--- config.mk ---
export PLATFORM = sky130hd
export DESIGN_NAME = ptps_wrap
export DESIGN_NICKNAME = d
export VERILOG_FILES = /design/src/rtl/ptps_pkg.sv /design/src/rtl/ptps_wrap.sv
export SDC_FILE = /design/constraint.sdc
export NUM_CORES = 1
export LEC_CHECK = 0
export ABC_AREA = 1
export BUFFER_PORTS_ARGS = -buffer_cell sky130_fd_sc_hd__buf_2
export CAP_MARGIN = 15
export CORE_UTILIZATION = 25
export DETAILED_ROUTE_END_ITERATION = 12
export GPL_TIMING_DRIVEN = 1
export PLACE_DENSITY = 0.39
export SLEW_MARGIN = 30
export SYNTH_ARGS = -nofsm -noshare
export SYNTH_HDL_FRONTEND = slang
export SYNTH_SLANG_ARGS = --single-unit
--- constraint.sdc ---
create_clock -name i_clk -period 13.35 [get_ports i_clk]
set_clock_uncertainty 0.2 [all_clocks]
set_input_delay 0.6675 -clock i_clk [delete_from_list [all_inputs] [get_ports i_clk]]
set_output_delay 0.6675 -clock i_clk [all_outputs]
set_load 0.1 [all_outputs]
--- src/rtl/ptps_pkg.sv ---
// Shared constants, lookup tables and table builders for the pan/tilt pointing step.
`timescale 1ns / 1ps
package ptps_pkg;

    // Field widths of the ports
    localparam int ERR_W   = 32;
    localparam int YAW_W   = 25;
    localparam int PITCH_W = 24;
    localparam int DT_W    = 20;
    localparam int DIST_W  = 24;
    localparam int SPEED_W = 8;

    localparam int ANGLE_FRAC_BITS_DEF = 16;

    // Speed register
    localparam logic [SPEED_W-1:0] SPEED_RESET = 8'd50;
    localparam logic [SPEED_W-1:0] SPEED_MIN   = 8'd10;
    localparam logic [SPEED_W-1:0] SPEED_MAX   = 8'd100;

    // Frame time limits in microseconds
    localparam logic [16:0] DT_DEFAULT = 17'd16667;
    localparam logic [16:0] DT_LIMIT   = 17'd100000;

    // t = lg * dt * 3 / 50000, quotient estimate by reciprocal of 2^44 / 50000
    localparam logic [15:0] T_DIV   = 16'd50000;
    localparam logic [28:0] T_RECIP = 29'd351843720;

    // Reciprocal 2^32 / 360 rounded up, for whole turns of degrees
    localparam logic [24:0] WRAP_RECIP = 25'd11930465;

    localparam logic [30:0] Q30_ONE   = 31'h4000_0000;
    localparam logic [30:0] SHARE_MIN = 31'd21474836;
    localparam logic [63:0] DEAD_NUM  = 64'd1718873385;

    localparam int LG_W   = 19;
    localparam int LG_N   = 90;
    localparam int ROOT_N = 16;

    typedef logic [LG_N-1:0][LG_W-1:0] t_lg_tab;
    typedef logic [ROOT_N-1:0][29:0]   t_root_tab;

    // Restoring long division, one quotient bit per step
    function automatic logic [63:0] div64(input logic [63:0] num, input logic [63:0] den);
        logic [63:0] q;
        logic [64:0] rem;
        q   = '0;
        rem = '0;
        for (int i = 63; i >= 0; i--) begin
            rem = {rem[63:0], num[i]};
            if (rem >= {1'b0, den}) begin
                rem  = rem - {1'b0, den};
                q[i] = 1'b1;
            end
        end
        return q;
    endfunction

    // Integer square root, two bits per step
    function automatic logic [63:0] isqrt64(input logic [63:0] xin);
        logic [63:0] x;
        logic [63:0] r;
        logic [63:0] b;
        x = xin;
        r = '0;
        b = 64'd1 << 62;
        for (int i = 0; i < 32; i++) begin
            if (x >= r + b) begin
                x = x - (r + b);
                r = (r >> 1) + b;
            end else begin
                r = r >> 1;
            end
            b = b >> 2;
        end
        return r;
    endfunction

    // log2(180 / n) in Q16 by repeated squaring of the Q30 mantissa
    function automatic logic [LG_W-1:0] calc_lg(input logic [63:0] n);
        logic [63:0] r;
        logic [63:0] m;
        logic [15:0] fr;
        int b;
        int k;
        r = div64(64'd180 << 30, n);
        b = 0;
        for (int j = 0; j < 64; j++) begin
            if (r[j]) b = j;
        end
        k  = b - 30;
        m  = r >> k;
        fr = '0;
        for (int i = 0; i < 16; i++) begin
            m  = (m * m) >> 30;
            fr = {fr[14:0], 1'b0};
            if (m >= (64'd2 << 30)) begin
                fr[0] = 1'b1;
                m     = m >> 1;
            end
        end
        return {3'(k), fr};
    endfunction

    // Entry i holds the log for speed 10 + i
    function automatic t_lg_tab build_lg_tab();
        t_lg_tab tab;
        for (int i = 0; i < LG_N; i++) begin
            tab[i] = calc_lg(64'(LG_N - i));
        end
        return tab;
    endfunction

    // Entry i holds 2^(-2^-(i+1)) in Q30
    function automatic t_root_tab build_root_tab();
        t_root_tab   tab;
        logic [63:0] root;
        root = isqrt64(64'd1 << 59);
        tab[0] = root[29:0];
        for (int i = 1; i < ROOT_N; i++) begin
            root   = isqrt64(root << 30);
            tab[i] = root[29:0];
        end
        return tab;
    endfunction

    localparam t_lg_tab   LG_TAB   = build_lg_tab();
    localparam t_root_tab ROOT_TAB = build_root_tab();

endpackage

--- src/rtl/ptps_wrap.sv ---
// Two-stage wrap of a signed fixed-point angle into +-180 degrees.
`timescale 1ns / 1ps
module ptps_wrap #(
    parameter int W = 32,
    parameter int F = 16
) (
    input  logic                i_clk,
    input  logic                i_en,
    input  logic signed [W-1:0] i_a,
    output logic signed [F+9:0] o_y
);
    import ptps_pkg::*;

    localparam int NW = 26;
    localparam int QW = 20;
    localparam logic [F+9:0] HALF = (F+10)'(180) << F;
    localparam logic [F+9:0] TURN = (F+10)'(360) << F;

    logic signed [W-1:0]  r_a;
    logic signed [QW-1:0] r_q;
    logic signed [F+9:0]  r_y;
    logic signed [F+9:0]  n_y;
    logic signed [NW-1:0] deg_in;
    logic signed [NW-1:0] deg_r;
    logic signed [50:0]   prod;
    logic signed [31:0]   remw;
    logic signed [31:0]   remc;
    logic [F+8:0]         m;
    logic [F+9:0]         mx;

    // Estimate whole turns from the integer degrees
    assign deg_in = NW'(i_a >>> F);
    assign prod   = deg_in * $signed({1'b0, WRAP_RECIP});

    // Correct the remainder and fold into +-180 degrees; a half turn keeps the sign of the input
    always_comb begin
        deg_r = NW'(r_a >>> F);
        remw  = 32'(deg_r) - 32'(r_q) * 32'sd360;
        if (remw < 0) begin
            remc = remw + 32'sd360;
        end else if (remw >= 32'sd360) begin
            remc = remw - 32'sd360;
        end else begin
            remc = remw;
        end
        m  = {remc[8:0], r_a[F-1:0]};
        mx = {1'b0, m};
        if (mx > HALF) begin
            n_y = $signed(mx - TURN);
        end else if (mx == HALF) begin
            n_y = r_a[W-1] ? $signed(-HALF) : $signed(HALF);
        end else begin
            n_y = $signed(mx);
        end
    end

    always_ff @(posedge i_clk) begin
        if (i_en) begin
            r_a <= i_a;
            r_q <= QW'(prod >>> 32);
            r_y <= n_y;
        end
    end

    assign o_y = r_y;

endmodule

* Yosys cells after proc, flatten, opt, wreduce, memory -nomap -nowiden *
Cells that the tools add are included.

operators by class
  add/sub/neg operators = 4
  order comparisons = 3
  divide/modulo/power cells = 0
  shifts and indexed selects = 0
  eq/ne operators = 1
  multiply operators = 2
  bitwise operators = 0
  reductions and logical operators = 0
  multiplexer cells = 5

operators with widths
  cell                                                                  number
  2-to-1 mux 26 bit                                                     3
  multiplier 16 x 25 -> 41 bit (second input constant)                  1
  subtractor 25 x 25 -> 26 bit (second input constant)                  1
  equality test 25 x 24 -> 1 bit (second input constant)                1
  > comparator 25 x 24 -> 1 bit (second input constant)                 1
  greater-or-equal comparator 20 x 10 -> 1 bit (second input constant)  1
  < comparator 20 x 1 -> 1 bit (second input constant)                  1
  subtractor 16 x 19 -> 20 bit                                          1
  2-to-1 mux 9 bit                                                      2
  multiplier 9 x 7 -> 16 bit (second input constant)                    1
  adder 9 bit (second input constant)                                   1
  subtractor 9 bit (second input constant)                              1

storage, ports and cells
  bits in registers = 67
  memory bits (read-only) = 0
  input bits = 34
  output and inout port bits = 26
  word-level logic and storage cells = 18
  bits in latches = 0
  memories = 0
  bits in writable memories = 0

* Longest topological paths before layout *
Gate-level depths: netlist of the first run.

  word-level depth = 8
  mapped depth = 42

* Least setup slack after synthesis of the first run *
OpenSTA, ideal clock, no wires.

  kind = register to register
  start = register r_q[3]
  end = register r_y[21], in the netlist o_y[21], data pin
  slack = 7115 ps
  library setup time = 252 ps
  cell stages (with the launch flop) = 39
  path buffers = 0
  data required time = 12898 ps
  arrival time = 5783 ps
  cells stage by stage = edfxtp_1 > ha_1 > ha_1 > inv_1 > fa_1 > fa_1 > inv_1 > ha_1 > nand2_1 > o21ai_0 > a21oi_1 > o21bai_1 > a21oi_1 > o21bai_1 > a21oi_1 > o21bai_1 > a21oi_1 > nor2_1 > [... 3 more ...] > inv_1 > nand2_1 > nand2_1 > a21oi_1 > nand2_2 > nor2_1 > nand2_1 > nand2_1 > nand4_4 > xor2_1 > nor2_1 > nand2_1 > nor2_2 > nand3_2 > nand2_1 > inv_1 > nand2_1 > nand2_1

on the way
  longest elaborated chain between the ends = 8
  elaborated cells on any way between the ends = 13

RTL lines
  what                                                                                     RTL line                          source
  start, declared                                                                          ptps_wrap.sv:20                   logic signed [QW-1:0] r_q;
  start signal, assigned                                                                   ptps_wrap.sv:60                   r_q <= QW'(prod >>> 32);
  multiplier 9 x 7 -> 16 bit (*)                                                           ptps_wrap.sv:38                   remw = 32'(deg_r) - 32'(r_q) * 32'sd360;
  subtractor 16 x 19 -> 20 bit (*)                                                         ptps_wrap.sv:38
  greater-or-equal comparator 20 x 10 -> 1 bit / subtractor 9 bit (equally long branches)  ptps_wrap.sv:41, ptps_wrap.sv:42
  2-to-1 mux 9 bit                                                                         ptps_wrap.sv:41                   end else if (remw >= 32'sd360) begin
  2-to-1 mux 9 bit (*)                                                                     ptps_wrap.sv:39                   if (remw < 0) begin
  branches (longest 2 deep; another with subtractor 25 x 25 -> 26 bit)                     --
  2-to-1 mux 26 bit (*)                                                                    ptps_wrap.sv:48                   if (mx > HALF) begin
  via n_y[21]                                                                              ptps_wrap.sv:22                   logic signed [F+9:0] n_y;
  end signal, assigned                                                                     ptps_wrap.sv:61                   r_y <= n_y;
  end, declared                                                                            ptps_wrap.sv:21                   logic signed [F+9:0] r_y;

Mark *: on every way through the listed nets, which the timed path passes.
A chain may end at the register's enable or synchronous reset.

* Final worst setup path of the first run *
  start = register r_q[4]
  end = register r_y[24], in the netlist o_y[24], data pin

The elaborated chain is that of the path after synthesis.

==> impl_results.md, run 1 <==
- Via count: 6787
- Fill count: between 4000 and 5000
- First-pass DRT Iterations: 4
- Endpoints failing hold: 0
- Share of cells above drive strength 1: under 10%
- Root Buffer: clkbuf_16
- Number of global-route vias before repair: 7222
- Worst Hold Class: register to register
- Synth Area per Inst: roughly 8.8 um^2
- Reg clk slew, reported paths: 70 ps
- CP max stage cell: fa_1
- Setup CP Type: register to register
- Finished Core Util: between 20% and 30%
- CTS Buf Count: 9
- Slew Limit Fails: 0
- HPWL after detailed placement: around 20000 um
- Max_cap viols: 0
- DRC errors left: 0
- Yosys cell types: 37
- Drt total wl: ~23000 um
- Antenna diodes: 0
- Layout area overhead: 12.3%
- CP max FO: 9
- Syn Nets: roughly 1400
- Unrepaired setup endpoints after global routing: no
- Die span in y: ~200 um
- Sequential cell area: around 2000 um^2
- Post-Route Setup TNS: 0 ps
- Fmax: 0.144 GHz
- Synth area leader: ha_1
- Cell area after synthesis: approximately 9600 um^2
- Yosys warnings: 0
- Core Rows: between 70 and 80
- Syn Inst Count: 1082
- Final instance area: 10700 um^2
- Number of clock sinks: 67
- CTS tree: built
- DR vias/cell: about 4.1
- Wire length per cell: ~14 um
- Top-area cell type share of the netlist area: around 23%
- CP required: between 10000 and 15000 ps
- PortBufs: 59
- GP Congestion: 0.811
- Largest cells by area after synthesis: ha_1, edfxtp_1, fa_1
- Placed inst area: approximately 10000 um^2
- GRT overflow: 0
- FFs w/ async S/R, synth: 0%
- Initial DRC count: roughly 210
- # setup viols final: 0
- Crit share post-route: 52.1%
- CP Capture Type: register
- Slowest Stage Delay on Critical Path: a little over 500 ps
- Worst path most repeated cell: nand2_1
- Status: finished clean
- Synth top cells by count: inv_1, nand2_1, ha_1, fa_1, edfxtp_1
- Critical path data arrival time: 6850 ps
- Post-cts repair resize count: 0
- Post-synth EDFFs: 67
- Cell with the most instances after synthesis: inv_1
- Core region area: about 38000 um^2
- Final min period: around 7000 ps
- Clk_lat worst skew: ~330 ps
- Area of the multi-input gates: about 6500 um^2
- Post-synthesis sequential area ratio: a little over a fifth
- Clk buf depth: 2
- H-tree lvl count: 3
- Post-CTS Setup Bufs: 0
- Top_reg_cell synth: edfxtp_1
- Yosys reg bits: between 60 and 70
- Largest net degree at the start of global routing: approximately 70
- Overall routing resource usage: between 10 and 15%
- Initial antenna violation count: 0
- Die W: slightly below 200 um
- First-pass GRT wire length: ~37000 um
- Boundary Pins: 60
- Fin nets: 1444
- Initial Util: roughly 25%
- Worst rel slew slack: between 40% and 50%
- Die ar.: about 39000 um^2
- Antenna-violating nets left: 0
- Cts hold-fix bufs: 0
- Worst Tran Pin Value: approximately 880 ps
- CP Launch Type: register
-- registers in the layout, indices dropped and copies added, names as in the netlist --
| register | cells |
|---|---|
| o_y | 26 |
| r_q | 9 |
| r_a | 32 |
-- layout make-up --
cell class | instances | area share (%)
flip-flops and latches | 67 | 18.7
repair buffers | 60 | 2.82
multi-input cells | 730 | 60.3
clock inverters | 7 | 0.769
inverters | 266 | 9.32
well taps | 511 | 5.96
clock buffers | 9 | 2.10
-- layer usage --
metal  vias to the layer above  track usage (%)  share of wire (%)
met5                         -                0                  0
met4                         0             2.33                1.1
met3                        11             1.01                1.3
met2                        50             21.4                 48
met1                      3207             16.6                 49
li1                       3519                -                  -
-- stage by stage --
step | cells | setup WS, ps | hold WS, ps
6_report | 1650 | 6390 | 250
5_1_grt | 1650 | 5790 | 259
4_1_cts | 1650 | 6340 | 254
3_5_place_dp | 1634 | 6340 | 235
3_3_place_gp | 1634 | 6510 | 232
2_1_floorplan | 1082 | 7110 | 291
-- cell families after synthesis --
| family | Yosys count | share of synthesized area (%) |
|---|---|---|
| compound gates | 79 | 4.65 |
| flops | 67 | 21.1 |
| buf+inv | 285 | 11.2 |
| xor+xnor | 30 | 2.75 |
| simple gates | 345 | 16.3 |
| fa+ha+maj | 276 | 44.0 |
-- path summary, 6_finish.rpt --
check / start / end / slack [ps] / cells after the start
worst min register to register: r_a[7]$_DFFE_PP_ / o_y[7]$_DFFE_PP_ / 250 / 0
worst max-delay path: r_q[4]$_DFFE_PP_ / o_y[24]$_DFFE_PP_ / 6390 / 37
worst min-delay path: r_a[7]$_DFFE_PP_ / o_y[7]$_DFFE_PP_ / 250 / 0
worst max register to register: r_q[4]$_DFFE_PP_ / o_y[24]$_DFFE_PP_ / 6390 / 37
-- cell usage in the layout (no fill, tap or decap), types with 2 or more instances in the layout --
cell type	netlist	final
xor2_1	26	26
nand3_2	5	5
fa_1	100	100
o21bai_1	7	7
inv_6	0	3
edfxtp_1	67	67
o21a_1	4	4
and2_1	4	4
nand3_1	40	40
buf_2	0	59
nand4_4	2	2
nand2_4	3	3
nor3_1	3	3
nand2_2	8	8
nor2_1	38	38
clkbuf_16	0	9
nor2_2	6	6
inv_1	259	259
ha_1	176	176
nand2_1	211	211
o21ai_0	17	17
clkinvlp_4	0	2
nor4_1	4	4
nand3b_1	7	7
a21oi_1	44	44
nand4_1	10	10
inv_2	6	6
xnor2_1	4	4
-- worst max-delay path: cells and delay by family (launching register included) --
family / cells / cell delay, ps
flops: 1 / 480
buf+inv: 4 / 250
simple gates: 16 / 1530
fa+ha+maj: 6 / 2270
xor+xnor: 2 / 500
compound gates: 9 / 1470
Power of run 1 is left out: the tool's default activity adds up to more than one toggle a clock period on the data nets, which glitch-free logic cannot reach.
==> run 2: changes to the inputs <==
--- a/config.mk
+++ b/config.mk
@@ -5,13 +5,13 @@
 export SDC_FILE = /design/constraint.sdc
 export NUM_CORES = 1
 export LEC_CHECK = 0
-export ABC_AREA = 1
+export ABC_AREA = 0
 export BUFFER_PORTS_ARGS = -buffer_cell sky130_fd_sc_hd__buf_2
 export CAP_MARGIN = 15
 export CORE_UTILIZATION = 25
 export DETAILED_ROUTE_END_ITERATION = 12
 export GPL_TIMING_DRIVEN = 1
-export PLACE_DENSITY = 0.39
+export PLACE_DENSITY = 0.4
 export SLEW_MARGIN = 30
 export SYNTH_ARGS = -nofsm -noshare
 export SYNTH_HDL_FRONTEND = slang
==> constraint.sdc (replaced) <==
create_clock -name i_clk -period 5.7 [get_ports i_clk]
set_clock_uncertainty 0.2 [all_clocks]
set_input_delay 0.285 -clock i_clk [delete_from_list [all_inputs] [get_ports i_clk]]
set_output_delay 0.285 -clock i_clk [all_outputs]
set_load 0.1 [all_outputs]
==> impl_results.md, run 2 <==
- Synth Area per Inst: 10.6 um^2 (was 8.83 um^2)
- Root Buffer: clkbuf_16 (unchanged)
- Reg2Reg Setup Slack: -1190 ps (was 6390 ps)
- Critical path data arrival time: 6770 ps (was 6850 ps)
- WHS: 64.5 ps (was 250 ps)
- Worst r2r dst: o_y[21]$_DFFE_PP_ (was o_y[24]$_DFFE_PP_)
- Fmax: 0.145 GHz (was 0.144 GHz)
- CTS Buf Count: 9 (unchanged)
- Met1 Usage GRT: 17.3% (was 16.6%)
- Wire length per cell: 14.7 um (was 13.7 um)
- Cell with the most instances after synthesis: inv_1 (unchanged)
- Most Used Layer, Global Route: met2 (unchanged)
- Initial DRC count: 270 (was 209)
- Syn Inst Count: 862 (was 1082)
- Worst Tran Pin Value: 899 ps (was 883 ps)
- Via count: 6891 (was 6787)
- CP required: 5590 ps (was 13230 ps)
- Sequential cell area: 2010 um^2 (unchanged)
- Placed Cells: 1536 (was 1634)
- Max_cap viols: 0 (unchanged)
- Hold Startpoint: i_a[28] (was r_a[7]$_DFFE_PP_)
- First-pass DRT Iterations: 10 (was 4)
- Die ar.: 37200 um^2 (was 39000 um^2)
- Fill count: 3671 (was 4131)
- Area of the multi-input gates: 6830 um^2 (was 6470 um^2)
- Drt total wl: 23500 um (was 22600 um)
- First-pass GRT wire length: 38100 um (was 37100 um)
- Yosys cell types: 77 (was 37)
- DR vias/cell: 4.31 (was 4.11)
- Final min period: 6890 ps (was 6960 ps)
- Worst Hold Class: input port to register (was register to register)
- Synth area leader: ha_1 (unchanged)
- Hold depth: 2 (was 0)
- Reg clk slew, reported paths: 60 ps (was 70 ps)
- Overall routing resource usage: 13.4% (was 12.3%)
- Fin nets: 1442 (was 1444)
- CTS tree: built (unchanged)
- Yosys reg bits: 67 (unchanged)
- Post-route setup slack: -1190 ps (was 6390 ps)
- Most flop-heavy register: r_a (unchanged)
- Buf/Inv on CP: 5 (was 4)
- Core Rows: 69 (was 71)
- FFs w/ async S/R, synth: 0% (unchanged)
- # setup viols final: 7 (was 0)
- Largest cells by area after synthesis: ha_1, edfxtp_1, fa_1 (unchanged)
- Clk buf depth: 2 (unchanged)
- Endpoints failing hold: 0 (unchanged)
- GP Congestion: 0.793 (was 0.811)
- Antenna diodes: 0 (unchanged)
- Cell area after synthesis: 9110 um^2 (was 9560 um^2)
- R2r startpoint: r_q[3]$_DFFE_PP_ (was r_q[4]$_DFFE_PP_)
- Worst setup startpoint: r_q[3]$_DFFE_PP_ (was r_q[4]$_DFFE_PP_)
- PortBufs: 59 (unchanged)
- Setup CP Type: register to register (unchanged)
- Boundary Pins: 60 (unchanged)
- Commonest non-fill, non-tap cell in the layout: buf_4 (was inv_1)
- Clk_lat worst skew: 330 ps (about the same)
- Crit share post-route: 121% (was 52.1%)
- CP Launch Type: register (unchanged)
- Top_reg_cell synth: edfxtp_1 (unchanged)
- Top delay family on crit path: compound AO/OA/AOI/OAI gates (was adder cells)
- DRC errors left: 1 (was 0)
- Worst rel slew slack: 40.1% (was 41.2%)
- Die W: 193 um (was 198 um)
- Most frequent cells in the layout: buf_4, inv_1, ha_1 (was inv_1, nand2_1, ha_1)
- Post-synthesis sequential area ratio: 22.1% (was 21.1%)
- Number of flip-flops in the largest register: 32 (unchanged)
- Synth top cells by count: inv_1, ha_1, fa_1, edfxtp_1, a21oi_1 (was inv_1, nand2_1, ha_1, fa_1, edfxtp_1)
- Number of clock sinks: 67 (unchanged)
- Antenna-violating nets left: 0 (unchanged)
- GRT overflow: 0 (unchanged)
- R2R depth: 31 (was 37)
- Unrepaired setup endpoints after global routing: yes (was no)
- Hold Crit Endpoint: r_a[28]$_DFFE_PP_ (was o_y[7]$_DFFE_PP_)
- Initial Util: 25.5% (was 25.4%)
- Core region area: 35700 um^2 (was 37700 um^2)
- Syn Nets: 1172 (was 1392)
- Post-synth EDFFs: 67 (unchanged)
- H-tree lvl count: 3 (unchanged)
- Number of global-route vias before repair: 7381 (was 7222)
- Met2 Usage GRT: 24.2% (was 21.4%)
- Largest net degree at the start of global routing: 68 (unchanged)
- Initial antenna violation count: 0 (unchanged)
- Top-area cell type share of the netlist area: 24.2% (was 23.0%)
- CP max stage cell: fa_1 (unchanged)
- Layout area overhead: 37.6% (was 12.3%)
- Die span in y: 193 um (was 198 um)
- HPWL after detailed placement: 20200 um (was 20100 um)
- Status: finished, violations left (was finished clean)
- Slowest Stage Delay on Critical Path: 510 ps (about the same)
- Yosys warnings: 0 (unchanged)
- Global Route met3 Usage: 1.47% (was 1.01%)
- Final cell count without fillers: 1598 (was 1650)
- CP Capture Type: register (unchanged)
- CP max FO: 5 (was 9)
- Failing checks: design-rule violations, negative setup slack
- Share of cells above drive strength 1: 34.6% (was 9.57%)
- Slew Limit Fails: 0 (unchanged)
[run 2: changes by cell type after synthesis, moves of 8 or more]
cell	before	now
a21o_1	0	22
a21oi_1	44	29
inv_1	259	194
nand2_1	211	20
nand2_2	8	0
nand3_1	40	9
nor2_1	38	21
nor3_1	3	12
o21ai_0	17	25
xnor2_1	4	22
xor2_1	26	12
[run 2: metrics by stage]
step / utilization (%) / area [um^2] / setup slack [ps] / TNS [ps]
after floorplan: - / 9200 / -1110 / -6980
after global placement: 31.6 / 11300 / -1330 / -16010
after detailed placement: 31.6 / 11300 / -1420 / -16350
after CTS: 34.3 / 12300 / -1230 / -8340
after global routing: 35.1 / 12500 / -1510 / -10950
final: 35.1 / 12500 / -1190 / -8050
[run 2: cells by family (layout without fill, tap and decap cells)]
group	count (synthesis)	in the layout	share of synthesized area, %
xor gates and xnor gates	35	35	3.45
and+or+nand+nor	112	112	6.77
adders and majority gates	276	276	46.1
AOI/OAI and AO/OA	145	145	11.5
buffers and inverters	221	496	9.35
muxes	6	6	0.714
DFF	67	67	22.1
[run 2: worst max-delay path by stage]
stage	depth (start not counted)	slack, ps	to
floorplan	30	-1110	o_y[22]$_DFFE_PP_
global placement	28	-1330	o_y[21]$_DFFE_PP_
detailed placement	29	-1420	o_y[19]$_DFFE_PP_
CTS	29	-1230	o_y[20]$_DFFE_PP_
global route	30	-1510	o_y[23]$_DFFE_PP_
finish	31	-1190	o_y[21]$_DFFE_PP_
[run 2: final cells by class]
cell class,count,share of cell area [%]
clock buffers,9,1.80
well taps,461,4.60
repair buffers,286,16.8
clock inverters,7,0.419
multi-input cells,574,54.5
flip-flops and latches,67,16.1
inverters,194,5.81
[run 2: repair_timing]
action	CTS	global route
gates cloned	0	0
setup endpoints to repair	16	14
endpoints found under the hold margin	16	0
pin swaps	47	34
gates resized for setup	78	42
buffers inserted	23	7
hold buffers	16	0
[run 2: routing by layer]
| layer | part of all wire (%) | routed length (um) |
|---|---|---|
| met1 | 46 | 10800 |
| met2 | 51 | 12100 |
| met3 | 1.9 | 441 |
| met4 | 0.91 | 215 |
| met5 | 0 | 0 |
Power of run 2 is left out for the same reason.
